--- src/rtl/core/htpsc_pkg.sv ---
`timescale 1ns / 1ps
`default_nettype none
package htpsc_pkg;

  localparam int unsigned TIME_W  = 32;
  localparam int unsigned SPEED_W = 18;
  localparam int unsigned CMD_W   = 12;
  localparam int unsigned GAIN_W  = 24;
  localparam int unsigned ERR_W   = 19;
  localparam int unsigned PERR_W  = 20;
  localparam int unsigned INTEG_W = 48;
  localparam int unsigned MUL_W   = 32;
  localparam int unsigned DIV_W   = 52;
  localparam int unsigned CNT_W   = $clog2(DIV_W);
  localparam int unsigned CLAMP_W = 26;

  localparam logic [TIME_W-1:0]  TIMEOUT_US = 32'd1000000;
  localparam logic [TIME_W-1:0]  US_PER_S   = 32'd1000000;
  // floor(2^51 / 1000000): reciprocal of one second in microseconds
  localparam logic [MUL_W-1:0]   US_RECIP   = 32'd2251799813;
  localparam logic [TIME_W-1:0]  SPEED_NUM  = 32'd256000000;
  localparam logic [SPEED_W-1:0] SPEED_MAX  = 18'd153600;
  localparam logic [63:0]        TERM_LIM   = 64'h1000_0000_0000_0000;
  localparam logic [63:0]        OUT_MAX    = 64'd41943040;

  typedef enum logic [1:0] {
    OP_HALL  = 2'd0,
    OP_SPEED = 2'd1,
    OP_STOP  = 2'd2,
    OP_CTRL  = 2'd3
  } op_t;

  typedef enum logic [1:0] {
    CFG_TARGET = 2'd0,
    CFG_GP     = 2'd1,
    CFG_GI     = 2'd2,
    CFG_GD     = 2'd3
  } cfg_idx_t;

  typedef enum logic [3:0] {
    S_IDLE,
    S_SPD_GO,
    S_SPD_WAIT,
    S_ERRDT,
    S_INC_EST,
    S_INC_BACK,
    S_INC_FIX,
    S_GI_LO,
    S_GI_HI,
    S_GP,
    S_GD,
    S_DER_GO,
    S_DER_WAIT,
    S_FIN,
    S_DONE
  } state_t;

  typedef struct packed {
    logic [1:0]        operation;
    logic [TIME_W-1:0] time_us;
    logic              prev_write_ok;
  } in_t;

  typedef struct packed {
    logic [SPEED_W-1:0] measured_speed;
    logic [CMD_W-1:0]   drive_command;
    logic               command_valid;
  } out_t;

  typedef struct packed {
    logic             start;
    logic [DIV_W-1:0] dividend;
    logic [MUL_W-1:0] divisor;
  } div_req_t;

  typedef struct packed {
    logic             done;
    logic [DIV_W-1:0] quotient;
  } div_rsp_t;

endpackage
`default_nettype wire

--- src/rtl/core/htpsc_div.sv ---
`timescale 1ns / 1ps
`default_nettype none
module htpsc_div
  import htpsc_pkg::*;
(
  input  wire logic     clk,
  input  wire logic     rst_n,
  input  wire div_req_t req,
  output div_rsp_t      rsp
);

  logic [MUL_W-1:0] rem_r, rem_nxt, dsr_r, dsr_nxt;
  logic [DIV_W-1:0] quo_r, quo_nxt;
  logic [CNT_W-1:0] cnt_r, cnt_nxt;
  logic             busy_r, busy_nxt, done_r, done_nxt;
  logic [MUL_W:0]   sh, diff;

  // One restoring step per cycle, quotient bits shift in behind the dividend.
  always_comb begin
    rem_nxt  = rem_r;
    dsr_nxt  = dsr_r;
    quo_nxt  = quo_r;
    cnt_nxt  = cnt_r;
    busy_nxt = busy_r;
    done_nxt = 1'b0;
    sh       = {rem_r, quo_r[DIV_W-1]};
    diff     = sh - {1'b0, dsr_r};
    if (req.start) begin
      rem_nxt  = '0;
      quo_nxt  = req.dividend;
      dsr_nxt  = req.divisor;
      cnt_nxt  = '0;
      busy_nxt = 1'b1;
    end else if (busy_r) begin
      if (!diff[MUL_W]) begin
        rem_nxt = diff[MUL_W-1:0];
        quo_nxt = {quo_r[DIV_W-2:0], 1'b1};
      end else begin
        rem_nxt = sh[MUL_W-1:0];
        quo_nxt = {quo_r[DIV_W-2:0], 1'b0};
      end
      cnt_nxt = cnt_r + 1'b1;
      if (cnt_r == CNT_W'(DIV_W - 1)) begin
        busy_nxt = 1'b0;
        done_nxt = 1'b1;
      end
    end
  end

  always_ff @(posedge clk) begin
    if (!rst_n) begin
      busy_r <= 1'b0;
      done_r <= 1'b0;
      cnt_r  <= '0;
    end else begin
      busy_r <= busy_nxt;
      done_r <= done_nxt;
      cnt_r  <= cnt_nxt;
    end
    rem_r <= rem_nxt;
    dsr_r <= dsr_nxt;
    quo_r <= quo_nxt;
  end

  assign rsp.done     = done_r;
  assign rsp.quotient = quo_r;

endmodule
`default_nettype wire

--- config.mk ---
export PLATFORM = sky130hd
export DESIGN_NAME = htpsc_div
export DESIGN_NICKNAME = d
export VERILOG_FILES = /design/src/rtl/core/htpsc_pkg.sv /design/src/rtl/core/htpsc_div.sv
export SDC_FILE = /design/constraint.sdc
export NUM_CORES = 1
export LEC_CHECK = 0
export ABC_CLOCK_PERIOD_IN_PS = 6900
export BUFFER_PORTS_ARGS = -buffer_cell sky130_fd_sc_hd__clkbuf_2
export CAP_MARGIN = 20
export CORE_MARGIN = 2
export CORE_UTILIZATION = 60
export CTS_BUF_LIST = sky130_fd_sc_hd__clkbuf_16
export DETAILED_ROUTE_END_ITERATION = 10
export PLACE_DENSITY = 0.91
export SLEW_MARGIN = 5
export SYNTH_ARGS = -nofsm -noshare
export SYNTH_HDL_FRONTEND = slang
export SYNTH_SLANG_ARGS = --single-unit
--- constraint.sdc ---
create_clock -name clk -period 6.9 [get_ports clk]
set_input_delay 0.69 -clock clk [delete_from_list [all_inputs] [get_ports clk]]
set_output_delay 0.69 -clock clk [all_outputs]
set_load 0.005 [all_outputs]
==> flow_summary_export.csv, run 1 <==
group,metric,value,unit
run_status,status,"completed",
floorplanning,fp-row-count,38,
cts,post_cts_buffers,0,
synthesis,ys_ff_latch,124,
timing,setup_viol,0,
place,dp_hpwl,11900,um
pwr,power_per_cell_area,253,nW/um2
setup_path,path_buf_inv,1,
global_route,grt.total_usage,27.3,%
synthesis,synth-edff-count,84,
cts,clk_latency,0.44,ns
layout,seq_area,3320,um2
layout,fin_cells,905,
detailed_routing,drc,0,
synthesis,avgSynthCellArea,11.0,um2
setup_path,cp-start-kind,"register",
synthesis,async_flop_share,0,%
synthesis,synthFlopType,"edfxtp_1",
layout,antennaDiodeCount,0,
floorplanning,fp.coreArea,11000,um2
floorplanning,die_w,111,um
detailed_routing,routed_wl,16600,um
synthesis,yosysWarnings,0,
cts,cts-hold-fix-buffers,0,
layout,final_cell_mix,"138 x clkbuf_2, 84 x edfxtp_1, 53 x mux2_2",
detailed_routing,routed_via_density,6.04,
setup_path,ff2ff_path_depth,11,
cts,cts_buffers,17,
cts,root_buffer,"clkbuf_16",
layout,final_common_cell,"clkbuf_2",
place,dpl_cell_area,7580,um2
setup_path,arrival,3.93,ns
timing,fin_crit,3.58,ns
setup_path,crit_cells,11,
pwr,p_sw_share,26.8,%
pwr,comb_power_share,16.1,%
setup_path,startpoint,"quo_r[51]$_DFFE_PP_",
layout,fillers,716,
timing,finalSetupTns,0,ns
timing,hold_violations,0,
detailed_routing,drt_iter0_drc,452,
setup_path,worst-setup-path-type,"register to register",
place,portBuffers,139,
layout,layout-drive-gt1-share,30.3,%
setup_path,critPathCaptureType,"register",
min_path,worstHoldPathType,"primary input to register",
layout,area_growth_syn_to_layout,19.0,%
layout,finalNetCount,873,
timing,fmax,0.279,GHz
place,place_ws,3.34,ns
floorplanning,ios,140,
timing,timing.slew.headroom,28.3,%
setup_path,worst_path_dominant_cell_family,"compound AO/OA/AOI/OAI gates",
setup_path,reg2reg_to,"rem_r[0]$_SDFFE_PP0P_",
synthesis,synthCells,620,
timing,slew_violations,0,
setup_path,max_stage_delay,0.48,ns
detailed_routing,drt_first_pass_iters,5,
pwr,p_leak,0.00358,uW
synthesis,yosysUniqueCellTypes,65,
synthesis,seq_area_frac_synth,48.6,%
setup_path,r2r_start,"quo_r[51]$_DFFE_PP_",
pwr,p_sw,553,uW
detailed_routing,wl_per_cell,18.4,um
timing,fin_crit_sh,51.9,%
floorplanning,die_area,12300,um2
global_route,first_global_vias,5672,
timing,skew,0.0275,ns
setup_path,setup.worst_path.end,"rem_r[0]$_SDFFE_PP0P_",
detailed_routing,final_antenna_net_count,0,
cts,cts_tree,"done",
cts,clock_sinks,124,
timing,rsz0062_at_grt,"false",
setup_path,cp_max_fo,42,
run,maxCapViolCount,0,
timing,max_slew.worst_pin.slew,1.07,ns
cts,clk_path_buf_depth,2,
synthesis,netlist_area,6840,um2
setup_path,cp_slowest_cell,"nand2_4",
global_route,grt_overflow,0,
timing,setup_ws,3.32,ns
setup_path,required,7.25,ns
cts,h-tree-depth,4,
cts,clk_pin_slew_worst_paths,0.06,ns
global_route,grt_max_degree,59,
global_route,antenna_found_initial,0,
global_route,grt_pass1_wl,26700,um
setup_path,reg2reg_slack,3.32,ns
pwr,seqPwrFrac,43.5,%
floorplanning,die_h,111,um
pwr,peakVddDrop,0.229,mV
place,post-place-cells,873,
pwr,pwr-share-clk,40.3,%
layout,design_area,8140,um2
place,place_congestion,0.896,
setup_path,cp_cell_sequence,"inv_1 -> ha_1 -> fa_1 -> nand2b_1 -> a21o_1 -> a211o_1 -> a2111oi_0 -> mux2i_1 -> nand2_4 -> mux2_2 -> a211oi_1",
synthesis,syn_nets,741,
pwr,p_int,1510,uW
layout,multi_input_area,3180,um2
detailed_routing,vias,5469,
floorplanning,initial_core_util,62.3,%
cts,post_cts_resized,0,
==> cell usage after synthesis, types with 12 or more instances <==
| master | n | area (um2) |
|---|---|---|
| nor2_1 | 47 | 176 |
| mux2i_1 | 20 | 200 |
| nand2_1 | 29 | 109 |
| a211oi_1 | 18 | 135 |
| o21ai_0 | 20 | 100 |
| nand3_1 | 12 | 60.1 |
| ha_1 | 33 | 413 |
| edfxtp_1 | 84 | 2520 |
| mux2_2 | 53 | 597 |
| a21oi_1 | 37 | 185 |
| o211ai_1 | 13 | 97.6 |
| dfxtp_1 | 40 | 801 |
| a21o_1 | 13 | 97.6 |
| xnor2_1 | 20 | 175 |
| clkbuf_1 | 19 | 71.3 |
| inv_1 | 48 | 180 |
==> power by group through the flow <==
stage          clock network [uW]  logic [uW]  registers (uW)
6_report                      831         332             897
5_1_grt                       870         366             902
4_1_cts                       837         330             897
3_5_place_dp                    0         327             910
3_3_place_gp                    0         308             907
2_1_floorplan                   0         214             905
==> kinds of logic after synthesis <==
group / Yosys count / share of synthesized area (%)
fa+ha+maj: 34 / 6.33
flops: 124 / 48.6
mux: 73 / 11.7
simple gates: 131 / 9.22
buf+inv: 77 / 4.90
compound gates: 151 / 15.5
xor+xnor: 30 / 3.84
==> metrics by stage <==
step                hold WS, ns  utilization (%)  power (uW)
finish                    0.427             74.1        2060
global route              0.425             74.1        2140
CTS                       0.429             74.1        2060
detailed placement        0.477             69.0        1240
global placement          0.454             68.9        1210
floorplan                 0.443                -        1120
==> worst min-delay path by stage <==
stage / startpoint / end / cells past startpoint
6_report: req[3] / dsr_r[3]$_DFFE_PP_ / 1
5_1_grt: req[8] / dsr_r[8]$_DFFE_PP_ / 1
3_5_place_dp: rem_r[31]$_SDFFE_PP0P_ / rem_r[31]$_SDFFE_PP0P_ / 2
3_3_place_gp: rem_r[31]$_SDFFE_PP0P_ / rem_r[31]$_SDFFE_PP0P_ / 2
2_1_floorplan: rem_r[31]$_SDFFE_PP0P_ / rem_r[31]$_SDFFE_PP0P_ / 2
4_1_cts: req[31] / dsr_r[31]$_DFFE_PP_ / 1
==> per-layer routing <==
metal,track usage (%),vias up,share of wire (%)
met5,0,-,0
met4,12.9,0,3.2
met3,9.90,50,7.4
met2,48.0,234,51
met1,29.1,2611,38
li1,-,2574,-
==> sequential cells by signal, summed over array words and instances, names as in the netlist <==
signal,count
quo_r,52
dsr_r,32
rem_r,32
cnt_r,6
busy_r,1
done_r,1
==> layout make-up <==
class | count | share of cell area [%]
Tap cell | 140 | 2.15
Timing Repair Buffer | 142 | 8.90
Sequential cell | 124 | 40.8
Multi-Input combinational cell | 419 | 39.1
Clock buffer | 17 | 5.23
Inverter | 48 | 2.21
Clock inverter | 15 | 1.58
==> worst register-to-register path, stage by stage (launching register included) <==
cell and delay, ns:
edfxtp_1 0.35, inv_1 0.07, ha_1 0.23, fa_1 0.43
nand2b_1 0.19, a21o_1 0.19, a211o_1 0.28, a2111oi_0 0.41
mux2i_1 0.24, nand2_4 0.48, mux2_2 0.41, a211oi_1 0.21
Power figures use the tool's default switching activity.
==> run 2: changes to the inputs <==
ABC_CLOCK_PERIOD_IN_PS = 3600   (was 6900)
CORE_UTILIZATION = 56   (was 60)
PLACE_DENSITY = 0.86   (was 0.91)
clock period = 3.6 ns   (was 6.9 ns; I/O delays follow)
==> run 2 against run 1 <==
Compared with the run above: count of clock-buffer cells in the layout unchanged; critical endpoint is now rem_r[10]$_SDFFE_PP0P_; setup slack worse by 3.1 ns; largest cell class unchanged; worst hold slack worse by 0.32 ns; maximum frequency increased by 6.6%; sequential share of layout area fell by 0.32 points; routed wire length shrank 5.1%; critical path type unchanged.
==> flow_summary_export.csv, run 2 (synthesis gave the netlist of run 1 again) <==
group,metric,value,unit
global_route,first_global_vias,5526,
run,maxCapViolCount,0,
cts,cts_buffers,17,
pwr,seqPwrFrac,42.6,%
timing,fin_crit,3.36,ns
timing,slew_violations,0,
timing,fmax,0.298,GHz
pwr,power_per_cell_area,492,nW/um2
layout,seq_area,3320,um2
setup_path,worst-setup-path-type,"register to register",
timing,skew,0.00615,ns
pwr,p_sw,1020,uW
cts,post_cts_buffers,0,
timing,max_slew.worst_pin.slew,0.808,ns
floorplanning,fp-row-count,40,
detailed_routing,drt_iter0_drc,451,
detailed_routing,wl_per_cell,17.3,um
setup_path,ff2ff_path_depth,12,
cts,h-tree-depth,4,
pwr,p_int,3020,uW
layout,area_growth_syn_to_layout,19.9,%
min_path,hold_path.startpoint,"req[20]",
place,dp_hpwl,11300,um
min_path,min_to,"dsr_r[20]$_DFFE_PP_",
setup_path,critPathCaptureType,"register",
cts,clk_path_buf_depth,2,
detailed_routing,routed_via_density,5.90,
pwr,peakVddDrop,0.312,mV
layout,fillers,853,
pwr,pwr-share-clk,41.9,%
floorplanning,die_area,13100,um2
place,portBuffers,139,
cts,clk_pin_slew_worst_paths,0.06,ns
layout,layout-drive-gt1-share,30.7,%
min_path,min_path_cells,1,
pwr,comb_power_share,15.5,%
timing,fin_crit_sh,93.3,%
layout,largest_register,"quo_r",
setup_path,cp-start-kind,"register",
layout,final_common_cell,"clkbuf_2",
timing,hold_violations,0,
global_route,grt.total_usage,25.1,%
floorplanning,die_h,115,um
pwr,p_leak,0.00359,uW
setup_path,reg2reg_slack,0.24,ns
place,post-place-cells,884,
timing,hold_slack,0.108,ns
cts,clock_sinks,124,
pwr,total_power,4040,uW
detailed_routing,vias,5394,
floorplanning,initial_core_util,57.2,%
floorplanning,ios,140,
detailed_routing,drc,0,
layout,multi_input_area,3190,um2
global_route,grt_pass1_wl,25600,um
cts,cts_tree,"done",
floorplanning,die_w,115,um
setup_path,reg2reg_to,"rem_r[10]$_SDFFE_PP0P_",
global_route,grt_overflow,0,
run_status,status,"completed",
timing,setup_viol,0,
setup_path,r2r_start,"quo_r[51]$_DFFE_PP_",
min_path,worstHoldPathType,"primary input to register",
cts,post_cts_resized,0,
setup_path,required,3.86,ns
global_route,grt_max_degree,67,
layout,largestRegisters,"quo_r (52), dsr_r (32), rem_r (32)",
floorplanning,fp.coreArea,12000,um2
setup_path,cp_max_fo,11,
timing,finalSetupTns,0,ns
layout,final_cell_mix,"138 x clkbuf_2, 84 x edfxtp_1, 53 x mux2_2",
layout,antennaDiodeCount,0,
layout,finalNetCount,878,
layout,largest_reg_flops,52,
detailed_routing,drt_first_pass_iters,5,
global_route,antenna_found_initial,0,
detailed_routing,routed_wl,15800,um
layout,fin_cells,915,
pwr,p_sw_share,25.3,%
cts,cts-hold-fix-buffers,0,
cts,clk_latency,0.42,ns
timing,timing.slew.headroom,45.9,%
detailed_routing,final_antenna_net_count,0,
place,place_congestion,0.903,
setup_path,arrival,3.62,ns
cts,root_buffer,"clkbuf_16",
timing,rsz0062_at_grt,"false",
## run 2: changes by cell type in the layout (fill, tap and decap cells not counted), sizes merged
cell | before | now
buf | 4 | 8
clkinv | 7 | 3
bufinv | 1 | 3
clkinvlp | 3 | 5
inv | 52 | 50
nand2 | 30 | 31
## run 2: per-stage QoR
step	utilization, %	worst slack (ns)	instance area, um2
detailed placement	63.7	0.212	7620
finish	68.6	0.242	8200
global route	68.6	0.00230	8200
CTS	68.5	0.187	8200
global placement	63.7	0.388	7620
floorplan	-	0.682	6840
## run 2: how the worst max path moves through the flow
stage / start / end / slack (ns) / cells past startpoint
after global placement: quo_r[51]$_DFFE_PP_ / rem_r[16]$_SDFFE_PP0P_ / 0.39 / 12
after floorplan: quo_r[51]$_DFFE_PP_ / rem_r[0]$_SDFFE_PP0P_ / 0.68 / 11
after CTS: quo_r[51]$_DFFE_PP_ / rem_r[10]$_SDFFE_PP0P_ / 0.19 / 12
final: quo_r[51]$_DFFE_PP_ / rem_r[10]$_SDFFE_PP0P_ / 0.24 / 12
after detailed placement: quo_r[51]$_DFFE_PP_ / rem_r[10]$_SDFFE_PP0P_ / 0.21 / 12
after global routing: quo_r[51]$_DFFE_PP_ / rem_r[16]$_SDFFE_PP0P_ / 0.002 / 12
## run 2: power groups by stage
stage | clock [uW] | sequential [uW] | combinational, uW
global placement | 0 | 1740 | 596
global route | 1780 | 1730 | 685
CTS | 1720 | 1720 | 620
floorplan | 0 | 1730 | 410
finish | 1690 | 1720 | 624
detailed placement | 0 | 1750 | 617
## run 2: final cells by class
cell class / instances / share of cell area, %
clock buffers: 17 / 5.19
clock inverters: 13 / 1.86
flip-flops and latches: 124 / 40.5
multi-input cells: 420 / 38.8
inverters: 48 / 2.20
well taps: 147 / 2.24
repair buffers: 146 / 9.15
## run 2: routing by layer
layer,GRT usage [%],vias up,share of wire [%]
met5,0,-,0
met4,10.0,0,2.9
met3,8.73,45,8.2
met2,42.6,244,48
met1,29.1,2521,41
li1,-,2584,-
## run 2: worst max-delay path, cell delays in order, from the launching register on
cell,delay (ns)
edfxtp_1,0.34
inv_1,0.06
ha_1,0.21
fa_1,0.40
nand2b_1,0.18
a21o_1,0.19
a211o_1,0.27
a2111oi_0,0.43
mux2i_1,0.29
nand2_4,0.25
buf_4,0.26
mux2i_1,0.22
a211oi_1,0.10
